## src/rtl/sound_angle_tracker_fsm_macros.svh

```systemverilog
// Assertion helpers shared by the tracker RTL.
// Both use clk_i and rst_ni of the module they appear in.
`ifndef SOUND_ANGLE_TRACKER_FSM_MACROS_SVH
`define SOUND_ANGLE_TRACKER_FSM_MACROS_SVH

// Same-cycle implication
`define SATF_ASSERT_IMP(label, ante, cons, msg) \
  label: assert property (@(posedge clk_i) disable iff (!rst_ni) (ante) |-> (cons)) \
    else $error(msg);

// Next-cycle implication
`define SATF_ASSERT_NXT(label, ante, cons, msg) \
  label: assert property (@(posedge clk_i) disable iff (!rst_ni) (ante) |=> (cons)) \
    else $error(msg);

`endif

```

## src/rtl/satf_pkg.sv

```systemverilog
package satf_pkg;

  // Angles are in 1/64 degree
  localparam int TURN        = 23040;
  localparam int HALF_TURN   = 11520;
  localparam int TILT_CENTER = 5760;
  localparam int TILT_MAX    = 11520;

  // Scan sine table length and its index width
  localparam int SCAN_PERIOD = 200;
  localparam int PHASE_W     = $clog2(SCAN_PERIOD);

  localparam int CFG_INDEX_W = 3;
  localparam int CFG_DATA_W  = 13;

  typedef enum logic [1:0] {
    ST_IDLE     = 2'd0,
    ST_ACOUSTIC = 2'd1,
    ST_SEARCH   = 2'd2,
    ST_FACE     = 2'd3
  } track_state_e;

  typedef enum logic [1:0] {
    LED_KEEP = 2'd0,
    LED_OFF  = 2'd1,
    LED_RING = 2'd2,
    LED_FACE = 2'd3
  } led_mode_e;

  typedef enum logic [CFG_INDEX_W-1:0] {
    CFG_SMOOTH_GAIN        = 3'd0,
    CFG_LOST_FRAME_LIMIT   = 3'd1,
    CFG_SEARCH_FRAME_LIMIT = 3'd2,
    CFG_STEP_LIMIT         = 3'd3,
    CFG_FACE_MISS_LIMIT    = 3'd4,
    CFG_SCAN_AMPLITUDE     = 3'd5
  } cfg_index_e;

  typedef struct packed {
    logic        mode;
    logic [14:0] sound_heading;
    logic        sound_valid;
    logic        face_seen;
    logic [13:0] tilt_now;
  } in_item_t;

  typedef struct packed {
    logic [1:0]  fsm_state;
    logic        state_changed;
    logic [14:0] aim_angle;
    logic [1:0]  led_mode;
    logic        tilt_drive;
    logic [13:0] tilt_command;
    logic        pan_follow;
    logic        pan_center;
  } out_item_t;

  typedef struct packed {
    logic [8:0]  smooth_gain;
    logic [9:0]  lost_frame_limit;
    logic [9:0]  search_frame_limit;
    logic [10:0] step_limit;
    logic [7:0]  face_miss_limit;
    logic [12:0] scan_amplitude;
  } cfg_t;

  // Scan entry: sign bit over a Q14 magnitude (peak 16384 needs 15 bits)
  typedef logic [15:0] scan_entry_t;
  typedef scan_entry_t scan_rom_t [SCAN_PERIOD];

  // Polynomial sine per entry, evaluated at elaboration
  function automatic scan_rom_t build_scan_rom();
    scan_rom_t rom;
    longint    u;
    longint    quad;
    longint    t;
    longint    t2;
    longint    inner;
    longint    outer;
    longint    s;
    for (int k = 0; k < SCAN_PERIOD; k++) begin
      u    = (longint'(k) * 65536) / SCAN_PERIOD;
      quad = (u >> 14) & 3;
      t    = u & 16383;
      if (quad == 1 || quad == 3) begin
        t = 16384 - t;
      end
      t2     = (t * t) >> 14;
      inner  = 10512 - ((1160 * t2) >> 14);
      outer  = 25736 - ((t2 * inner) >> 14);
      s      = (t * outer) >> 14;
      rom[k] = {(quad >= 2) ? 1'b1 : 1'b0, s[14:0]};
    end
    return rom;
  endfunction

  localparam scan_rom_t SCAN_ROM = build_scan_rom();

endpackage

```

## src/rtl/satf_tilt.sv

```systemverilog
module satf_tilt (
  input  satf_pkg::cfg_t                 cfg_i,
  input  logic                           search_i,
  input  logic [satf_pkg::PHASE_W-1:0]   phase_i,
  input  logic [13:0]                    tilt_now_i,
  output logic [13:0]                    tilt_cmd_o
);
  import satf_pkg::*;

  localparam logic signed [16:0] CenterS = 17'(TILT_CENTER);
  localparam logic signed [16:0] MaxS    = 17'(TILT_MAX);

  scan_entry_t        entry;
  logic [27:0]        off_full;
  logic [13:0]        off;
  logic signed [16:0] scan_tgt;
  logic signed [16:0] tgt;
  logic signed [16:0] tgt_c;
  logic signed [16:0] now_s;
  logic signed [16:0] lim_s;
  logic signed [16:0] delta;
  logic signed [16:0] delta_c;
  logic signed [16:0] cmd;
  logic signed [16:0] cmd_c;

  // Sweep offset from the sine table
  assign entry    = SCAN_ROM[phase_i];
  assign off_full = 28'(cfg_i.scan_amplitude) * 28'(entry[14:0]);
  assign off      = off_full[27:14];
  assign scan_tgt = entry[15] ? (CenterS - signed'({3'b000, off}))
                              : (CenterS + signed'({3'b000, off}));

  assign now_s = signed'({3'b000, tilt_now_i});
  assign lim_s = signed'({6'b000000, cfg_i.step_limit});

  // Clamp target, limit the step, clamp the command
  always_comb begin
    tgt = search_i ? scan_tgt : CenterS;
    if (tgt < 17'sd0) begin
      tgt_c = 17'sd0;
    end else if (tgt > MaxS) begin
      tgt_c = MaxS;
    end else begin
      tgt_c = tgt;
    end

    delta = tgt_c - now_s;
    if (delta > lim_s) begin
      delta_c = lim_s;
    end else if (delta < -lim_s) begin
      delta_c = -lim_s;
    end else begin
      delta_c = delta;
    end

    cmd = now_s + delta_c;
    if (cmd < 17'sd0) begin
      cmd_c = 17'sd0;
    end else if (cmd > MaxS) begin
      cmd_c = MaxS;
    end else begin
      cmd_c = cmd;
    end
  end

  assign tilt_cmd_o = cmd_c[13:0];

endmodule

```

## src/rtl/sound_angle_tracker_fsm.sv

```systemverilog
// Channel | direction | handshake              | payload
// in      | input     | in_valid_i / in_ready_o   | in_data_i  (satf_pkg::in_item_t)
// out     | output    | out_valid_o / out_ready_i | out_data_o (satf_pkg::out_item_t)
// cfg     | input     | cfg_valid_i / cfg_ready_o | cfg_index_i, cfg_data_i
//
// One frame per cycle sustained while the output is taken; a result passes through the
// input register, then the result register, and is offered from the result register.
// The tracker state updates as a frame moves into the result register.
// Reset clears the state to idle with zeroed counters and headings, and loads the
// register defaults. cfg is always ready.
// A stalled output holds one result while the input register keeps the next frame.
module sound_angle_tracker_fsm (
  input  logic                             clk_i,
  input  logic                             rst_ni,
  input  logic                             in_valid_i,
  output logic                             in_ready_o,
  input  satf_pkg::in_item_t               in_data_i,
  output logic                             out_valid_o,
  input  logic                             out_ready_i,
  output satf_pkg::out_item_t              out_data_o,
  input  logic                             cfg_valid_i,
  output logic                             cfg_ready_o,
  input  logic [satf_pkg::CFG_INDEX_W-1:0] cfg_index_i,
  input  logic [satf_pkg::CFG_DATA_W-1:0]  cfg_data_i
);
  import satf_pkg::*;
  `include "sound_angle_tracker_fsm_macros.svh"

  localparam logic [14:0]        TurnU    = 15'(TURN);
  localparam logic signed [16:0] TurnS    = 17'(TURN);
  localparam logic signed [16:0] HalfS    = 17'(HALF_TURN);
  localparam logic [9:0]         CountMax = 10'd1023;
  localparam logic [7:0]         FaceMax  = 8'd255;
  localparam logic [PHASE_W-1:0] PhaseTop = PHASE_W'(SCAN_PERIOD - 1);

  cfg_t cfg_q;

  in_item_t  it_q;
  logic      in_vld_q;
  out_item_t out_q;
  logic      out_vld_q;
  logic      advance;

  track_state_e       state_q, state_d;
  logic [14:0]        smooth_q, smooth_d;
  logic [14:0]        held_q, held_d;
  logic [9:0]         miss_q, miss_d;
  logic [9:0]         scan_q, scan_d;
  logic [PHASE_W-1:0] phase_q, phase_d;
  logic [7:0]         fmiss_q, fmiss_d;

  logic [14:0]        head;
  logic signed [16:0] d_raw;
  logic signed [16:0] d_w;
  logic signed [26:0] prod;
  logic signed [26:0] q_full;
  logic signed [16:0] sum;
  logic [14:0]        smooth_new;

  logic [9:0]         miss_inc;
  logic [9:0]         scan_n;
  logic [PHASE_W-1:0] phase_n;
  logic [7:0]         fmiss_inc;

  led_mode_e   led;
  logic        tdrive;
  logic        follow;
  logic        center;
  logic        aim_start;
  logic [13:0] tilt_cmd;
  out_item_t   res;

  // Configuration writes
  assign cfg_ready_o = 1'b1;

  always_ff @(posedge clk_i or negedge rst_ni) begin
    if (!rst_ni) begin
      cfg_q.smooth_gain        <= 9'd77;
      cfg_q.lost_frame_limit   <= 10'd100;
      cfg_q.search_frame_limit <= 10'd250;
      cfg_q.step_limit         <= 11'd192;
      cfg_q.face_miss_limit    <= 8'd15;
      cfg_q.scan_amplitude     <= 13'd1920;
    end else if (cfg_valid_i && cfg_ready_o) begin
      case (cfg_index_e'(cfg_index_i))
        CFG_SMOOTH_GAIN:        cfg_q.smooth_gain        <= cfg_data_i[8:0];
        CFG_LOST_FRAME_LIMIT:   cfg_q.lost_frame_limit   <= cfg_data_i[9:0];
        CFG_SEARCH_FRAME_LIMIT: cfg_q.search_frame_limit <= cfg_data_i[9:0];
        CFG_STEP_LIMIT:         cfg_q.step_limit         <= cfg_data_i[10:0];
        CFG_FACE_MISS_LIMIT:    cfg_q.face_miss_limit    <= cfg_data_i[7:0];
        CFG_SCAN_AMPLITUDE:     cfg_q.scan_amplitude     <= cfg_data_i[12:0];
        default: ;
      endcase
    end
  end

  // Handshake: input register feeds result register
  assign advance    = in_vld_q && (!out_vld_q || out_ready_i);
  assign in_ready_o = !in_vld_q || advance;

  always_ff @(posedge clk_i or negedge rst_ni) begin
    if (!rst_ni) begin
      in_vld_q <= 1'b0;
    end else if (in_valid_i && in_ready_o) begin
      in_vld_q <= 1'b1;
    end else if (advance) begin
      in_vld_q <= 1'b0;
    end
  end

  always_ff @(posedge clk_i) begin
    if (in_valid_i && in_ready_o) begin
      it_q <= in_data_i;
    end
  end

  // Heading smoother: wrap the error, scale by alpha, floor, wrap the sum
  assign head  = (it_q.sound_heading >= TurnU) ? (it_q.sound_heading - TurnU)
                                               : it_q.sound_heading;
  assign d_raw = signed'({2'b00, head}) - signed'({2'b00, smooth_q});

  always_comb begin
    if (d_raw > HalfS) begin
      d_w = d_raw - TurnS;
    end else if (d_raw <= -HalfS) begin
      d_w = d_raw + TurnS;
    end else begin
      d_w = d_raw;
    end
  end

  assign prod   = 27'(d_w) * signed'({18'd0, cfg_q.smooth_gain});
  assign q_full = prod >>> 8;
  assign sum    = signed'({2'b00, smooth_q}) + q_full[16:0];

  always_comb begin
    if (sum < 17'sd0) begin
      smooth_new = 15'(sum + TurnS);
    end else if (sum >= TurnS) begin
      smooth_new = 15'(sum - TurnS);
    end else begin
      smooth_new = sum[14:0];
    end
  end

  // Saturating counters and scan phase (tracks scan count mod table length)
  assign miss_inc  = (miss_q != CountMax) ? (miss_q + 10'd1) : miss_q;
  assign fmiss_inc = (fmiss_q != FaceMax) ? (fmiss_q + 8'd1) : fmiss_q;
  assign scan_n    = (scan_q != CountMax) ? (scan_q + 10'd1) : scan_q;

  always_comb begin
    if (scan_q == CountMax) begin
      phase_n = phase_q;
    end else if (phase_q == PhaseTop) begin
      phase_n = '0;
    end else begin
      phase_n = phase_q + 1'b1;
    end
  end

  // Tilt slew toward center or the scan target
  satf_tilt u_tilt (
    .cfg_i      (cfg_q),
    .search_i   (state_q == ST_SEARCH),
    .phase_i    (phase_n),
    .tilt_now_i (it_q.tilt_now),
    .tilt_cmd_o (tilt_cmd)
  );

  // Next state and frame flags
  always_comb begin
    state_d   = state_q;
    smooth_d  = smooth_q;
    held_d    = held_q;
    miss_d    = miss_q;
    scan_d    = scan_q;
    phase_d   = phase_q;
    fmiss_d   = fmiss_q;
    led       = LED_KEEP;
    tdrive    = 1'b0;
    follow    = 1'b0;
    center    = 1'b0;
    aim_start = 1'b0;

    if (!it_q.mode) begin
      case (state_q)
        ST_IDLE: begin
          led = LED_OFF;
          if (it_q.sound_valid) begin
            smooth_d = head;
            held_d   = head;
            miss_d   = '0;
            state_d  = ST_ACOUSTIC;
          end
        end
        ST_ACOUSTIC: begin
          if (it_q.sound_valid) begin
            smooth_d = smooth_new;
            held_d   = smooth_new;
            miss_d   = '0;
            led      = LED_RING;
            follow   = 1'b1;
            tdrive   = 1'b1;
          end else begin
            miss_d = miss_inc;
            if (miss_inc >= cfg_q.lost_frame_limit) begin
              scan_d  = '0;
              phase_d = '0;
              state_d = ST_SEARCH;
            end
          end
        end
        ST_SEARCH: begin
          scan_d    = scan_n;
          phase_d   = phase_n;
          tdrive    = 1'b1;
          led       = LED_RING;
          follow    = 1'b1;
          aim_start = 1'b1;
          if (it_q.sound_valid) begin
            smooth_d = head;
            held_d   = head;
            miss_d   = '0;
            state_d  = ST_ACOUSTIC;
          end else if (scan_n >= cfg_q.search_frame_limit) begin
            center  = 1'b1;
            follow  = 1'b0;
            led     = LED_OFF;
            state_d = ST_IDLE;
          end
        end
        default: ;  // audio is ignored while tracking a face
      endcase
    end else begin
      if (state_q != ST_FACE) begin
        if (it_q.face_seen) begin
          fmiss_d = '0;
          state_d = ST_FACE;
          led     = LED_OFF;
        end
      end else if (it_q.face_seen) begin
        fmiss_d = '0;
        led     = LED_FACE;
      end else begin
        fmiss_d = fmiss_inc;
        if (fmiss_inc >= cfg_q.face_miss_limit) begin
          state_d = ST_ACOUSTIC;
          miss_d  = '0;
        end
      end
    end
  end

  // Result beat
  always_comb begin
    res.fsm_state     = state_d;
    res.state_changed = (state_d != state_q);
    res.aim_angle     = aim_start ? held_q : held_d;
    res.led_mode      = led;
    res.tilt_drive    = tdrive;
    res.tilt_command  = tdrive ? tilt_cmd : 14'd0;
    res.pan_follow    = follow;
    res.pan_center    = center;
  end

  // Tracker state commits as the frame moves on
  always_ff @(posedge clk_i or negedge rst_ni) begin
    if (!rst_ni) begin
      state_q  <= ST_IDLE;
      smooth_q <= '0;
      held_q   <= '0;
      miss_q   <= '0;
      scan_q   <= '0;
      phase_q  <= '0;
      fmiss_q  <= '0;
    end else if (advance) begin
      state_q  <= state_d;
      smooth_q <= smooth_d;
      held_q   <= held_d;
      miss_q   <= miss_d;
      scan_q   <= scan_d;
      phase_q  <= phase_d;
      fmiss_q  <= fmiss_d;
    end
  end

  // Output register
  always_ff @(posedge clk_i or negedge rst_ni) begin
    if (!rst_ni) begin
      out_vld_q <= 1'b0;
    end else if (advance) begin
      out_vld_q <= 1'b1;
    end else if (out_ready_i) begin
      out_vld_q <= 1'b0;
    end
  end

  always_ff @(posedge clk_i) begin
    if (advance) begin
      out_q <= res;
    end
  end

  assign out_valid_o = out_vld_q;
  assign out_data_o  = out_q;

  // Checks
  `SATF_ASSERT_NXT(a_state_matches_beat, advance, state_q == out_q.fsm_state,
                   "state register disagrees with the last result beat")
  `SATF_ASSERT_IMP(a_phase_in_range, 1'b1, phase_q < SCAN_PERIOD,
                   "scan phase beyond table length")
  `SATF_ASSERT_IMP(a_center_means_idle, out_vld_q && out_q.pan_center,
                   out_q.fsm_state == ST_IDLE && out_q.state_changed && !out_q.pan_follow,
                   "pan center without a search timeout")
  `SATF_ASSERT_IMP(a_no_cmd_without_drive, out_vld_q && !out_q.tilt_drive,
                   out_q.tilt_command == 14'd0, "tilt command set without drive")
  `SATF_ASSERT_NXT(a_held_frame_kept, in_vld_q && !advance, in_vld_q && $stable(it_q),
                   "pending frame lost while result side stalled")

endmodule
```

## config.mk

```make
export PLATFORM = sky130hd
export DESIGN_NAME = sound_angle_tracker_fsm
export DESIGN_NICKNAME = d
export VERILOG_FILES = /design/src/rtl/satf_pkg.sv /design/src/rtl/satf_tilt.sv /design/src/rtl/sound_angle_tracker_fsm.sv
export VERILOG_INCLUDE_DIRS = /design/src /design/src/rtl
export SDC_FILE = /design/constraint.sdc
export NUM_CORES = 2
export LEC_CHECK = 0
export BUFFER_PORTS_ARGS = -buffer_cell sky130_fd_sc_hd__buf_2
export CORE_MARGIN = 2
export CORE_UTILIZATION = 55
export DETAILED_ROUTE_END_ITERATION = 12
export PLACE_DENSITY_LB_ADDON = 0.25
export SYNTH_ARGS = -nofsm -noshare
export SYNTH_HDL_FRONTEND = slang
export SYNTH_SLANG_ARGS = --single-unit
export TNS_END_PERCENT = 100
```

## constraint.sdc

```tcl
create_clock -name clk_i -period 21.8 [get_ports clk_i]
set_input_delay 2.18 -clock clk_i [delete_from_list [all_inputs] [get_ports clk_i]]
set_output_delay 2.18 -clock clk_i [all_outputs]
set_load 0.02 [all_outputs]
```

==> results.md <==
* First-pass GRT wire length at 146000 um
* Final Cycle Share at 0.925
* Routed len/inst at between 20 and 25 um
* Slew HR at 0.175
* Top_reg_cell synth: dfrtp_1
* Placer Congestion at just over 1
* Sequential share of the synthesized area at 0.176
* Synth async-reset ratio at 0.655
* Tot GR Track Use at 0.321
* Initial antenna violation count at 1
* Number of global-route vias before repair at ~27000
* Initial DRC Count at 2671
* Die extent in y at 240 um
* Layout cell share with drive strength beyond 1 at 0.0828
* Fillers at between 5000 and 6000
* Slowest CP cell: nor2_1
* Multi-input logic area at 22700 um^2
* Yosys reg bits at 200
* Worst Skew at approximately 0.011 ns
* YS warnings at 0
* Worst path max stage delay at 0.73 ns
* Area grow syn2layout at 5.74%
* Worst Path Buf+Inv at 9
* Hold crit path type: register to register
* CTS tree: done
* Grt ovf at 0
* Status: completed
* Register area at 5380 um^2
* CTS clk-pin slew, worst paths at 0.08 ns
* Starting Density at 0.556
* H-tree depth at 4
* Maxcap violations at 0
* Cells after Synth at 3774
* Post-synthesis cell type count at 108
* Minimum clock period at 20.18 ns
* Core ar. at 55000 um^2
* Root buf cell: clkbuf_16
* Die Width at around 240 um
* Share of the synthesized area in the top cell type at 0.175
* Critical Path RT at 22.06 ns
* CTS buffer count at 17
* Cell Area, Synth at 30600 um^2
* Final HPWL DP at 69300 um
* # setup viols final at 0
* Skew-Pair Late Insertion Delay at 0.46 ns
* Clk buf depth at 2
* Max Freq at between 40 and 50 MHz
* Crit. End Element: register
* Slew Viols, Final at 0
* Sink Count at 200
* Syn_area_per_cell at 8.10 um^2
* Worst-Margin Slew at 1.23 ns
* Nets@finish at 4330
* Largest net degree at the start of global routing at 71
* Total wire length at 91300 um
* Row cnt at 86
* Worst path top cell family by delay: compound AO/OA/AOI/OAI gates
* Ports at 93
* Vias per cell at 6.15
* ANT nets after route at 0
* Setup TNS at 0 ns
* Largest cells by area after synthesis: fa_1, ha_1, dfrtp_1
* Die area at 57500 um^2
* Yosys top cell by area: fa_1
* Syn Nets at ~4400
* Unrepaired setup endpoints after global routing: false
* Post-synth EDFFs at a little under 70
* Post-route DRC at 0
* Final Hold Fails at 0
* DR pass1 iterations at 7
* WP data arrival at 20.43 ns
* PortBufs at just over 90
* Setup CP Type: register to register
* Crit path top cell by count: o21ai_0
* Via count at about 28000
* Crit start category: register
* Crit Path Max Fanout at 45
## per-layer routing
| layer | track usage | part of all wire | vias to the layer above | wire [um] |
|---|---|---|---|---|
| met5 | 0 | 0 | - | 0 |
| met3 | 0.0424 | 0.070 | 250 | 6360 |
| met2 | 0.516 | 0.46 | 1193 | 41700 |
| met4 | 0.134 | 0.045 | 0 | 4080 |
| met1 | 0.437 | 0.43 | 13419 | 39200 |
| li1 | - | - | 12856 | - |
## timing repair
item                                    CTS  global route
gates resized for setup                   0            10
endpoints found under the setup margin    0            14
buffers inserted                          0             0
hold buffers                              0             0
## layout make-up
class                   instances  share of cell area
diodes                          1           0.0000774
clock buffers                  19              0.0134
clock inverters                13             0.00503
inverters                     478              0.0555
multi-input cells            2899               0.702
flip-flops and latches        200               0.166
well taps                     748              0.0289
repair buffers                148              0.0283
## kinds of logic (layout without fill, tap and decap cells)
| family | Yosys count | in the layout | share of synthesized area |
|---|---|---|---|
| compound gates | 898 | 898 | 0.197 |
| xor+xnor | 102 | 102 | 0.0298 |
| fa+ha+maj | 533 | 533 | 0.284 |
| buf+inv | 675 | 658 | 0.0845 |
| flops | 200 | 200 | 0.176 |
| mux | 57 | 57 | 0.0207 |
| other cells | 1 | 2 | 0.000123 |
| simple gates | 1308 | 1308 | 0.209 |
## registers in the layout, summed over array words and instances (netlist names)
register,flops
cfg_q,61
miss_q,10
scan_q,10
in_vld_q,1
out_data_o,37
fmiss_q,8
state_q,2
phase_q,8
smooth_q,15
out_valid_o,1
it_q,32
held_q,15
## worst paths after layout
kind | slack [ns] | from | cells after the start | endpoint
max | 1.62 | scan_q[0]$_DFFE_PN0P_ | 81 | out_data_o[15]$_SDFFCE_PP0P_
min | 0.51 | held_q[7]$_DFFE_PN0P_ | 2 | held_q[7]$_DFFE_PN0P_
max reg2reg | 1.62 | scan_q[0]$_DFFE_PN0P_ | 81 | out_data_o[15]$_SDFFCE_PP0P_
min reg2reg | 0.51 | held_q[7]$_DFFE_PN0P_ | 2 | held_q[7]$_DFFE_PN0P_
max in group asynchronous | 18.79 | rst_ni | 2 | cfg_q[34]$_DFFE_PN0P_
min in group asynchronous | 1.70 | rst_ni | 1 | smooth_q[14]$_DFFE_PN0P_
## worst reg2reg max path: cells and delay by family, from the launching register on
kind | cells | cell delay [ns]
XOR/XNOR | 1 | 0.24
AO/OA/AOI/OAI | 43 | 9.26
adder cells (fa/ha/maj) | 12 | 4.37
flip-flops | 1 | 0.42
AND/OR/NAND/NOR | 16 | 4.46
buffers and inverters | 9 | 1.22
## synth_stat cells (15+ instances only)
library cell and n:
a211oi_1 34, nand2b_1 39, nand2_1 459, xnor2_1 69
nor2_1 253, o21a_1 37, xor2_1 32, o22ai_1 16
buf_1 15, o311ai_0 19, mux2_2 39, ha_1 266
inv_1 474, nand4_1 17, nor2b_1 31, or3_1 15
o31ai_1 28, nand3_1 83, and3_1 25, nor3_1 94
buf_2 15, mux2i_1 17, and2_1 199, dfstp_2 23
a31oi_1 41, a21oi_1 203, dfrtp_1 108, fa_1 267
edfxtp_1 69, a311oi_1 19, o21ai_0 209, clkbuf_1 160
a21o_1 50, o211ai_1 40
## cell usage in the layout, fill, tap and decap left out, types with 27 or more instances in the layout
master and n:
a211oi_1 34, o21ai_0 209, mux2_2 39, buf_4 55, nor2b_1 31, nor2_1 251, nand2b_1 39, o21a_1 37
nand3_1 83, a31oi_1 41, o211ai_1 40, and2_1 199, a21o_1 50, xnor2_1 68, nand2_1 459, inv_1 473
fa_1 267, a21oi_1 202, nor3_1 93, dfrtp_1 108, xor2_1 30, edfxtp_1 69, ha_1 263, o31ai_1 27
buf_2 90
## stage by stage
| step | setup WS [ns] | instances | hold WS (ns) | area, um^2 | utilization |
|---|---|---|---|---|---|
| 6_report | 1.62 | 4506 | 0.510 | 32300 | 0.588 |
| 5_1_grt | 0.0300 | 4505 | 0.538 | 32300 | 0.588 |
| 4_1_cts | 1.22 | 4505 | 0.513 | 32300 | 0.587 |
| 3_5_place_dp | 1.39 | 4473 | 0.496 | 31700 | 0.576 |
| 3_3_place_gp | 1.87 | 4473 | 0.486 | 31700 | 0.576 |
| 2_1_floorplan | 3.77 | 3774 | 0.457 | 30600 | - |
Power is not shown: default switching activity piles up to over one toggle a cycle in this logic, so the estimate is an artifact.
